$ cat config.mk
export PLATFORM = sky130hd
export DESIGN_NAME = server_list_reply_parser_unit
export DESIGN_NICKNAME = d
export VERILOG_FILES = /design/src/slrp_pkg.sv /design/src/slrp_parser.sv /design/src/slrp_result_fifo.sv /design/src/server_list_reply_parser_unit.sv
export SDC_FILE = /design/constraint.sdc
export NUM_CORES = 1
export LEC_CHECK = 0
export BUFFER_PORTS_ARGS = -buffer_cell sky130_fd_sc_hd__buf_2
export CORE_ASPECT_RATIO = 0.6
export CORE_UTILIZATION = 68
export DETAILED_ROUTE_END_ITERATION = 10
export PLACE_DENSITY_LB_ADDON = 0.08
export SYNTH_ARGS = -nofsm -noshare
export SYNTH_HDL_FRONTEND = slang
export SYNTH_HIERARCHICAL = 1
export SYNTH_SLANG_ARGS = --single-unit
$ cat constraint.sdc
create_clock -name clock -period 19.85 [get_ports clock]
set_clock_uncertainty 0.1 [all_clocks]
set_input_delay 1.985 -clock clock [delete_from_list [all_inputs] [get_ports clock]]
set_output_delay 1.985 -clock clock [all_outputs]
set_load 0.005 [all_outputs]
$ cat src/slrp_pkg.sv
// Shared types, constants and the header table for the server list reply parser.
package slrp_pkg;

   // Width of the running entry counter inside the parser.
   localparam int COUNT_WIDTH = 16;

   // Reply header: four signature bytes followed by the command text.
   localparam int HEADER_LEN   = 22;
   localparam int HEADER_POS_W = 5;

   localparam logic [7:0]  RECORD_MARK = 8'h5C;        // backslash
   localparam logic [31:0] EOT_MARK    = 32'h454F5400; // "EOT" then a zero byte
   localparam logic [15:0] COUNT_OUT_MAX = 16'hFFFF;

   // Result queue geometry.
   localparam int FIFO_DEPTH = 8;
   localparam int FIFO_PTR_W = $clog2(FIFO_DEPTH);
   localparam int FIFO_CNT_W = FIFO_PTR_W + 1;

   typedef enum logic [1:0] {
      PH_HEADER  = 2'd0,
      PH_RECORDS = 2'd1,
      PH_DONE    = 2'd2,
      PH_REJECT  = 2'd3
   } phase_type;

   typedef enum logic [1:0] {
      KIND_ENTRY    = 2'd0,
      KIND_ACCEPTED = 2'd1,
      KIND_REJECTED = 2'd2
   } kind_type;

   typedef struct packed {
      kind_type    kind;
      logic [31:0] server_ip;
      logic [15:0] server_port;
      logic [15:0] entry_count;
      logic        last;
   } result_type;

   // Results produced by one byte: up to two, the entry (if any) in slot zero.
   typedef struct packed {
      logic [1:0] count;
      result_type first;
      result_type second;
   } push_type;

   function automatic logic [7:0] header_byte(input logic [HEADER_POS_W-1:0] pos);
      logic [7:0] value;
      case (pos)
         5'd0, 5'd1, 5'd2, 5'd3: value = 8'hFF;
         5'd4:  value = "g";
         5'd5:  value = "e";
         5'd6:  value = "t";
         5'd7:  value = "s";
         5'd8:  value = "e";
         5'd9:  value = "r";
         5'd10: value = "v";
         5'd11: value = "e";
         5'd12: value = "r";
         5'd13: value = "s";
         5'd14: value = "R";
         5'd15: value = "e";
         5'd16: value = "s";
         5'd17: value = "p";
         5'd18: value = "o";
         5'd19: value = "n";
         5'd20: value = "s";
         5'd21: value = "e";
         default: value = 8'h00;
      endcase
      return value;
   endfunction

endpackage

$ cat src/slrp_parser.sv
// Input register and per-byte parsing state of the server list reply parser.
module slrp_parser (
   input  logic              clock,
   input  logic              reset,
   input  logic              in_accept,
   input  logic [7:0]        in_byte,
   input  logic              in_end,
   output logic              busy,
   output slrp_pkg::push_type push
);
   import slrp_pkg::*;

   logic                    in_valid_ff, in_valid_in;
   logic [7:0]              in_byte_ff;
   logic                    in_end_ff;

   phase_type               phase_ff, phase_in;
   logic [HEADER_POS_W-1:0] header_pos_ff, header_pos_in;
   logic [2:0]              record_pos_ff, record_pos_in;
   logic [31:0]             address_ff, address_in;
   logic [7:0]              port_high_ff, port_high_in;
   logic [COUNT_WIDTH-1:0]  entries_ff, entries_in;

   logic [31:0]             address_next;
   logic                    entry_made;
   logic [31:0]             entries_wide;
   result_type              entry_res;
   result_type              final_res;

   assign in_valid_in  = in_accept;
   assign busy         = in_valid_ff;
   assign address_next = {address_ff[23:0], in_byte_ff};

   always_comb begin
      phase_in      = phase_ff;
      header_pos_in = header_pos_ff;
      record_pos_in = record_pos_ff;
      address_in    = address_ff;
      port_high_in  = port_high_ff;
      entries_in    = entries_ff;
      entry_made    = 1'b0;

      if (in_valid_ff) begin
         case (phase_ff)
            PH_HEADER: begin
               if (in_byte_ff == header_byte(header_pos_ff)) begin
                  header_pos_in = header_pos_ff + 1'b1;
                  if (header_pos_ff == HEADER_POS_W'(HEADER_LEN - 1)) begin
                     phase_in      = PH_RECORDS;
                     record_pos_in = 3'd0;
                  end
               end else begin
                  phase_in = PH_REJECT;
               end
            end
            PH_RECORDS: begin
               case (record_pos_ff)
                  3'd0: begin
                     if (in_byte_ff == RECORD_MARK) begin
                        record_pos_in = 3'd1;
                     end else begin
                        phase_in = PH_DONE;
                     end
                  end
                  3'd1, 3'd2, 3'd3, 3'd4: begin
                     address_in    = address_next;
                     record_pos_in = record_pos_ff + 3'd1;
                     if (record_pos_ff == 3'd4 && address_next == EOT_MARK) begin
                        phase_in = PH_DONE;
                     end
                  end
                  3'd5: begin
                     port_high_in  = in_byte_ff;
                     record_pos_in = 3'd6;
                  end
                  default: begin
                     entry_made = 1'b1;
                     if (entries_ff != {COUNT_WIDTH{1'b1}}) begin
                        entries_in = entries_ff + 1'b1;
                     end
                     record_pos_in = 3'd0;
                     address_in    = '0;
                     port_high_in  = '0;
                  end
               endcase
            end
            default: ;
         endcase
      end

      // The result for the final byte is taken from the updated state above.
      entries_wide = 32'(entries_in);
      final_res.server_ip   = '0;
      final_res.server_port = '0;
      final_res.last        = 1'b1;
      if (phase_in == PH_RECORDS || phase_in == PH_DONE) begin
         final_res.kind        = KIND_ACCEPTED;
         final_res.entry_count = (entries_wide > 32'(COUNT_OUT_MAX)) ?
                                 COUNT_OUT_MAX : entries_wide[15:0];
      end else begin
         final_res.kind        = KIND_REJECTED;
         final_res.entry_count = '0;
      end

      entry_res.kind        = KIND_ENTRY;
      entry_res.server_ip   = address_ff;
      entry_res.server_port = {port_high_ff, in_byte_ff};
      entry_res.entry_count = '0;
      entry_res.last        = ~in_end_ff;

      push.count  = 2'd0;
      push.first  = final_res;
      push.second = final_res;
      if (in_valid_ff) begin
         if (entry_made) begin
            push.first = entry_res;
            push.count = in_end_ff ? 2'd2 : 2'd1;
         end else if (in_end_ff) begin
            push.count = 2'd1;
         end
      end

      // Every datagram ends by returning to the reset state.
      if (in_valid_ff && in_end_ff) begin
         phase_in      = PH_HEADER;
         header_pos_in = '0;
         record_pos_in = '0;
         address_in    = '0;
         port_high_in  = '0;
         entries_in    = '0;
      end
   end

   always_ff @(posedge clock) begin
      if (reset) begin
         in_valid_ff   <= 1'b0;
         phase_ff      <= PH_HEADER;
         header_pos_ff <= '0;
         record_pos_ff <= '0;
         address_ff    <= '0;
         port_high_ff  <= '0;
         entries_ff    <= '0;
      end else begin
         in_valid_ff   <= in_valid_in;
         phase_ff      <= phase_in;
         header_pos_ff <= header_pos_in;
         record_pos_ff <= record_pos_in;
         address_ff    <= address_in;
         port_high_ff  <= port_high_in;
         entries_ff    <= entries_in;
      end
   end

   always_ff @(posedge clock) begin
      if (in_accept) begin
         in_byte_ff <= in_byte;
         in_end_ff  <= in_end;
      end
   end

endmodule

$ cat src/slrp_result_fifo.sv
// Small result queue that takes up to two results a cycle and gives one.
module slrp_result_fifo (
   input  logic                          clock,
   input  logic                          reset,
   input  slrp_pkg::push_type            push,
   input  logic                          pop,
   output logic                          out_valid,
   output slrp_pkg::result_type          out_data,
   output logic [slrp_pkg::FIFO_CNT_W-1:0] level
);
   import slrp_pkg::*;

   result_type              store_ff [FIFO_DEPTH];
   logic [FIFO_PTR_W-1:0]   wr_ptr_ff, wr_ptr_in;
   logic [FIFO_PTR_W-1:0]   rd_ptr_ff, rd_ptr_in;
   logic [FIFO_CNT_W-1:0]   level_ff, level_in;
   logic                    do_pop;

   assign out_valid = (level_ff != '0);
   assign out_data  = store_ff[rd_ptr_ff];
   assign level     = level_ff;
   assign do_pop    = pop && out_valid;

   always_comb begin
      wr_ptr_in = wr_ptr_ff + FIFO_PTR_W'(push.count);
      rd_ptr_in = rd_ptr_ff + FIFO_PTR_W'(do_pop);
      level_in  = level_ff + FIFO_CNT_W'(push.count) - FIFO_CNT_W'(do_pop);
   end

   always_ff @(posedge clock) begin
      if (reset) begin
         wr_ptr_ff <= '0;
         rd_ptr_ff <= '0;
         level_ff  <= '0;
      end else begin
         wr_ptr_ff <= wr_ptr_in;
         rd_ptr_ff <= rd_ptr_in;
         level_ff  <= level_in;
      end
   end

   always_ff @(posedge clock) begin
      if (push.count != 2'd0) begin
         store_ff[wr_ptr_ff] <= push.first;
      end
      if (push.count == 2'd2) begin
         store_ff[wr_ptr_ff + FIFO_PTR_W'(1)] <= push.second;
      end
   end

endmodule

$ cat src/server_list_reply_parser_unit.sv
// Top level of the server list reply parser: stream ports, parser and result queue.
//
// The req_ channel carries one byte of a master-server reply datagram per
// transaction, with req_tlast set on the datagram's final byte. The parser
// checks the four 0xFF signature bytes and the "getserversResponse" text, then
// reads seven-byte records (backslash, four address bytes, big-endian port).
// The rsp_ channel carries one result per transaction: a server entry for each
// complete record, and on the final byte an accepted result with the entry
// count or a rejected result. rsp_tlast marks the last result that a byte
// caused; a final byte that also completes a record gives two results.
// An accepted byte is registered in the input register, and its results are
// then written to the result queue, from which the rsp_ ports are driven.
// The unit takes one byte per cycle while req_tready is high; a byte that yields
// two results outpaces the output, and the eight-entry result queue absorbs the excess.
// When the receiver stalls, results collect in the queue and req_tready falls
// once too little room is left for the byte in flight and one more.
// A synchronous reset empties the queue and returns the parser to the header
// phase, ready for the first byte of a new datagram.
module server_list_reply_parser_unit (
   input  logic        clock,
   input  logic        reset,
   input  logic        req_tvalid,
   output logic        req_tready,
   input  logic [7:0]  req_tdata,   // [7:0] rx_byte
   input  logic        req_tlast,   // end_of_datagram
   output logic        rsp_tvalid,
   input  logic        rsp_tready,
   output logic [63:0] rsp_tdata,   // [31:0] server_ip, [47:32] server_port,
                                    // [63:48] entry_count
   output logic [1:0]  rsp_tuser,   // [1:0] kind
   output logic        rsp_tlast    // last
);
   import slrp_pkg::*;

   // Room check: the byte in the input register may still add two results,
   // and a byte accepted now may add two more once it is in that register.
   localparam int SUM_W = FIFO_CNT_W + 1;
   localparam logic [SUM_W-1:0] READY_LIMIT = SUM_W'(FIFO_DEPTH - 2);

   logic                  busy;
   logic                  req_accept;
   push_type              push;
   result_type            head;
   logic [FIFO_CNT_W-1:0] level;
   logic [SUM_W-1:0]      committed;

   assign committed  = SUM_W'(level) + (busy ? SUM_W'(2) : SUM_W'(0));
   assign req_tready = (committed <= READY_LIMIT);
   assign req_accept = req_tvalid && req_tready;

   slrp_parser u_parser (
      .clock     (clock),
      .reset     (reset),
      .in_accept (req_accept),
      .in_byte   (req_tdata),
      .in_end    (req_tlast),
      .busy      (busy),
      .push      (push)
   );

   slrp_result_fifo u_fifo (
      .clock     (clock),
      .reset     (reset),
      .push      (push),
      .pop       (rsp_tready),
      .out_valid (rsp_tvalid),
      .out_data  (head),
      .level     (level)
   );

   // Unused fields are already zero in each result, so packing is direct.
   assign rsp_tdata = {head.entry_count, head.server_port, head.server_ip};
   assign rsp_tuser = head.kind;
   assign rsp_tlast = head.last;

endmodule

# --- After elaboration in Yosys (flattened, before gate mapping) ---
# Memories as Yosys holds them, arrays and structs flattened. A register that Yosys moved wholly into a read port is not among the register bits.
# Index checks and enable logic that the tools add are counted.
word_totals:
  regBits: 86
  ramBits: 536
  rom_bits: 256
  input_bits: 13
  mem_count: 2
op_classes:
  add_sub_neg: 9
  magnitude_cmp: 1
  eq_ne: 17
  n_mux: 38
  bitwise: 3
  reduce_logical: 19
mem_list:
  columns: ["name", "depth", "word_bits", "rd", "rd_clocked_by_memory_dff", "wr", "line", "rtl"]
  rows:
  - ["u_fifo.store_ff", 8, 67, 1, 1, 2, "slrp_result_fifo.sv:13", "result_type store_ff [FIFO_DEPTH];"]
  - ["(no name shown)", 32, 8, 1, 1, 0, "slrp_pkg.sv:50", "case (pos)"]
op_table:
  columns: ["operator", "n"]
  rows:
  - ["$mux 16", 5]
  - ["$mux 69", 1]
  - ["$mux 67", 1]
  - ["$pmux 32 s2", 1]
  - ["$eq 32x31->1 const B", 1]
  - ["$mux 2", 9]
  - ["$add 16x1->16 const B", 1]
  - ["$mux 8", 2]
  - ["$ne 16x16->1 const B", 1]
  - ["$pmux 8 s2", 1]
  - ["$mux 3", 4]
  - ["$mux 5", 2]
  - ["$pmux 3 s3", 1]
  - ["$reduce_and 3->1", 3]
  - ["$eq 8x7->1 const B", 1]
  - ["$eq 8x8->1", 1]
  - ["$mux 1", 8]
  - ["$pmux 2 s2", 2]
  - ["$add 3x1->3 const B", 2]
  - ["$eq 3x2->1 const B", 2]
  - ["$eq 3x3->1 const B", 2]
  - ["$pmux 3 s2", 1]
  - ["$reduce_or 6->1", 1]
  - ["$add 4x2->5", 1]
  - ["other kinds (23)", 33]

# --- Longest topological paths before layout ---
depth:
  depth_word: 15
  mapped_depth: 14

# --- By module ---
# The synthesis kept the hierarchy.
modules_own_cells:
  columns: ["module", "n_inst", "cells_per_inst", "area_per_inst_um2"]
  rows:
  - ["slrp_result_fifo", 1, 1451, 27084.7]
  - ["slrp_parser", 1, 567, 4739.5]
  - ["server_list_reply_parser_unit", 1, 10, 66.3]

# --- Least setup slack after synthesis ---
# Ideal clock, no wire load.
synth_timing:
  kind: "register to register"
  startpoint: "reg u_parser.record_pos_ff[0]"
  endpoint: "mem u_fifo/store_ff[1][0] (netlist bit) (enable)"
  setup_ns: 0.592
  t_arrival_ns: 7.636
  path_slack_ns: 11.522
  stages_incl_launch_ff: 10
  synth_period_minus_slack_ns: 8.328
  cell_sequence: "dfxtp_1 ha_1 ha_1 or2_2 a2111oi_0 clkbuf_1 ha_1 and2_1 o21ai_0 o31ai_1"
synth_rtl:
  columns: ["item", "line", "rtl"]
  rows:
  - ["start: declaration", "slrp_parser.sv:19", "logic [2:0] record_pos_ff, record_pos_in;"]
  - ["start signal: assignment", "slrp_parser.sv:147", "record_pos_ff <= record_pos_in;"]
  - ["end: declaration", "slrp_result_fifo.sv:13", null]

==> impl_metrics.csv <==
group,metric,value,unit
die,die_area,47800,um^2
layout,n_fill_cell,2869,
route,drt_iter0_markers,2187,
global_routing,use_met2,49.2,%
clock_network,cts_buffer_depth,3,
timing,slew-limit-headroom,14.2,%
route,first_pass_iters,7,
global_routing,grt_util_met3,4.80,%
global_routing,grt_util_met1,47.3,%
synthesis,synth_common_cells,"mux2_2 (600), edfxtp_1 (545), mux4_2 (134)",
die,rows,61,
global_routing,grt_pass1_wl,113000,um
worst_setup_path,crit_required,17760,ps
synthesis,ys_seq_area_share,56.7,%
layout,syn2layout_area_growth,8.82,%
synthesis,avgSynthCellArea,15.7,um^2
placement,place_ws,14690,ps
route,antenna_left,0,
worst_setup_path,critPathMaxFanout,52,
worst_setup_path,cp_top_family,"buffers and inverters",
power_and_ir_drop,pwr-share-clk,38.1,%
die,start_util,68.9,%
synthesis,synth-xor-area-share,0.930,%
power_and_ir_drop,power.density,86.9,nW/um^2
synthesis,synth_top_cell_area_share,51.3,%
clock_network,clock_sinks,630,
synthesis,synth_fa_ha_area_share,1.03,%
clock_network,postCtsSetupBuffers,0,
power_and_ir_drop,p_seq_share,49.4,%
route,drc,0,
clock_network,hold_buffers,0,
die,die_h,170,um
synthesis,synth_compound_area_share,2.21,%
layout,layout-drive-gt1-share,46.0,%
power_and_ir_drop,finalPower,3.02,mW
power_and_ir_drop,peakVddDrop,65.5,uV
die,core-area,46300,um^2
timing,rsz0062_at_grt,"false",
clock_network,insertion_delay,600,ps
placement,gp_congestion,0.880,
layout,fin_area,34700,um^2
die,die_w,282,um
synthesis,synth-seq-cells,630,
global_routing,first_global_vias,18300,
placement,dpl.hpwl,42300,um
route,totalWireLength,74100,um
global_routing,grt_max_degree,97,
synthesis,yosysTopAreaCell,"edfxtp_1",
route,via_count,18400,
timing,setup-tns-final,0,ps
clock_network,cts_tree,"built",
job,max_cap_violations,0,
clock_network,cts_root_buffer,"clkbuf_16",
timing,clock.fmax,0.172,GHz
worst_setup_path,cpMostUsedCell,"buf_4",
clock_network,cts_buffers,57,
clock_network,cts_resized,0,
placement,numPortBuffers,81,
synthesis,syn-cell-area,31900,um^2
die,io_pins,82,
timing,hold_viol_final,0,
synthesis,synth-main-ff-cell,"edfxtp_1",
synthesis,yosys-top-cells-area,"edfxtp_1 (51%), mux2_2 (21%), mux4_2 (9.5%)",
synthesis,synth_edf_count,545,
timing,period_minus_slack,5800,ps
timing,setup_slack,14050,ps
power_and_ir_drop,combinationalPowerShare,12.5,%
synthesis,synth.most_common_cell,"mux2_2",
worst_setup_path,critical_path_arrival,3720,ps
worst_setup_path,slowest_stage,"dfxtp_4",
timing,setup_viol_count_final,0,
synthesis,async_reset_ff_share,0,%
synthesis,synth_top_family_by_area,"multiplexers",
worst_setup_path,cp_cell_sequence,"buf_4 > buf_4 > mux4_2 > mux2_2 > buf_2",
synthesis,synthMuxAreaShare,31.1,%
synthesis,ys.warnings.count,6,
route,wire_per_inst,26.9,um
power_and_ir_drop,netSwitchingPower,0.717,mW
timing,fin_crit_sh,29.2,%
power_and_ir_drop,p_leak,12.2,nW
placement,placed_area,32700,um^2
clock_network,cts-htree-levels,2,
worst_setup_path,critPathBufInv,3,
hold_path,min_path_type,"flop to flop",
worst_setup_path,crit_path_end_kind,"primary output",
layout,insertedDiodeCount,0,
power_and_ir_drop,netSwitchingFraction,23.8,%
worst_setup_path,startpoint_type,"flop",
timing,drv_slew,0,
worst_setup_path,criticalPathCategory,"flop to primary output",
power_and_ir_drop,p_int,2.30,mW
synthesis,postSynthCellCount,2028,
global_routing,overflow,0,
synthesis,synthSimpleGateAreaFrac,4.72,%
route,drt-vias-per-instance,6.68,
global_routing,grtUsageTotal,31.4,%
synthesis,synth_cell_types,68,
clock_network,clk_pin_slew,70,ps
layout,layout.nets,2113,
global_routing,antenna_found_initial,1,
global_routing,busiest_layer,"met2",
status,status,"finished clean",
worst_setup_path,cpPeakStageDelay,750,ps
timing,tightest_slew,1280,ps
[power groups by stage]
stage	combinational, mW	sequential, mW	clock (mW)
floorplan	0.290	1.49	0
global placement	0.368	1.52	0
detailed placement	0.375	1.52	0
CTS	0.377	1.49	1.16
global route	0.408	1.49	1.21
finish	0.378	1.49	1.15
[cells in the final DEF (no fill, tap or decap), types with 6 or more instances in the layout]
| cell | instances |
|---|---|
| nor2b_1 | 9 |
| o21ai_0 | 11 |
| clkbuf_16 | 61 |
| and2_1 | 60 |
| conb_1 | 49 |
| buf_2 | 81 |
| nand2_1 | 36 |
| nand4_1 | 12 |
| buf_4 | 30 |
| nor3_1 | 6 |
| clkbuf_8 | 7 |
| edfxtp_1 | 545 |
| mux4_2 | 134 |
| mux2i_1 | 11 |
| clkinv_1 | 6 |
| nand2b_1 | 7 |
| clkinv_2 | 11 |
| inv_1 | 25 |
| nand3_1 | 20 |
| dfxtp_1 | 82 |
| a21oi_1 | 18 |
| clkbuf_1 | 9 |
| ha_1 | 23 |
| a22oi_1 | 34 |
| mux2_2 | 600 |
| nor2_1 | 102 |
| xnor2_1 | 13 |
| xor2_1 | 14 |
[registers in the layout, summed over array words and instances (netlist names), named ones only]
signal / count
u_parser/address_ff: 32
u_parser/in_byte_ff: 8
u_parser/header_pos_ff: 5
u_parser/phase_ff: 2
u_parser/in_end_ff: 1
u_fifo/wr_ptr_ff: 3
u_parser/port_high_ff: 8
u_parser/record_pos_ff: 3
u_parser/entries_ff: 16
u_fifo/store_ff: 536
u_fifo/rd_ptr_ff: 3
u_fifo/level: 4
u_parser/busy: 1
[worst paths after layout]
path                                                             start                                    end  slack (ps)  depth (start not counted)
worst max-delay path                    u_fifo/rd_ptr_ff[2]$_SDFF_PP0_                           rsp_tdata[5]       14050                          5
worst max register to register  u_parser/record_pos_ff[2]$_SDFFE_PP0P_       u_fifo/store_ff[6][32]$_DFFE_PP_       14710                         11
worst min-delay path             u_parser/port_high_ff[5]$_SDFFE_PP0P_  u_parser/port_high_ff[5]$_SDFFE_PP0P_         360                          2
worst min register to register   u_parser/port_high_ff[5]$_SDFFE_PP0P_  u_parser/port_high_ff[5]$_SDFFE_PP0P_         360                          2
[layout make-up]
class / count / area (um^2) / share of cell area, %
Sequential cell: 630 / 18100 / 52.1
Multi-Input combinational cell: 1248 / 13100 / 37.8
Clock buffer: 80 / 1680 / 4.84
Tap cell: 630 / 788 / 2.27
Timing Repair Buffer: 112 / 651 / 1.87
Clock inverter: 28 / 277 / 0.797
Inverter: 26 / 103 / 0.296
[worst reg2reg max path, stage by stage (launching register included)]
cell and delay [ps]:
dfxtp_1 450, inv_1 110, ha_1 230, or2_2 290, a2111oi_2 320, buf_4 340
ha_1 290, and2_1 240, nand4b_1 490, nor2_4 640, buf_4 880, mux2_2 520
[metal layers]
layer | vias up | routed length, um
met5 | - | 0
met4 | 0 | 1200
met3 | 96 | 6150
met2 | 873 | 34600
met1 | 9484 | 32100
li1 | 7938 | -
[stage by stage]
stage                     utilization, %  hold slack [ps]  cells
after detailed placement            70.8              350   2646
after global routing                75.0              376   2754
after global placement              70.8              335   2646
after CTS                           75.0              358   2754
final                               75.0              359   2754
after floorplan                        -              327   2075
[cells by family (layout without fill, tap and decap cells)]
group           count (synthesis)  in the layout
compound gates                101            101
other cells                     2             49
mux                           749            749
buf+inv                       197            246
xor+xnor                       30             30
fa+ha+maj                      25             25
simple gates                  294            294
flops                         630            630
(Power assumes the default switching activity.)
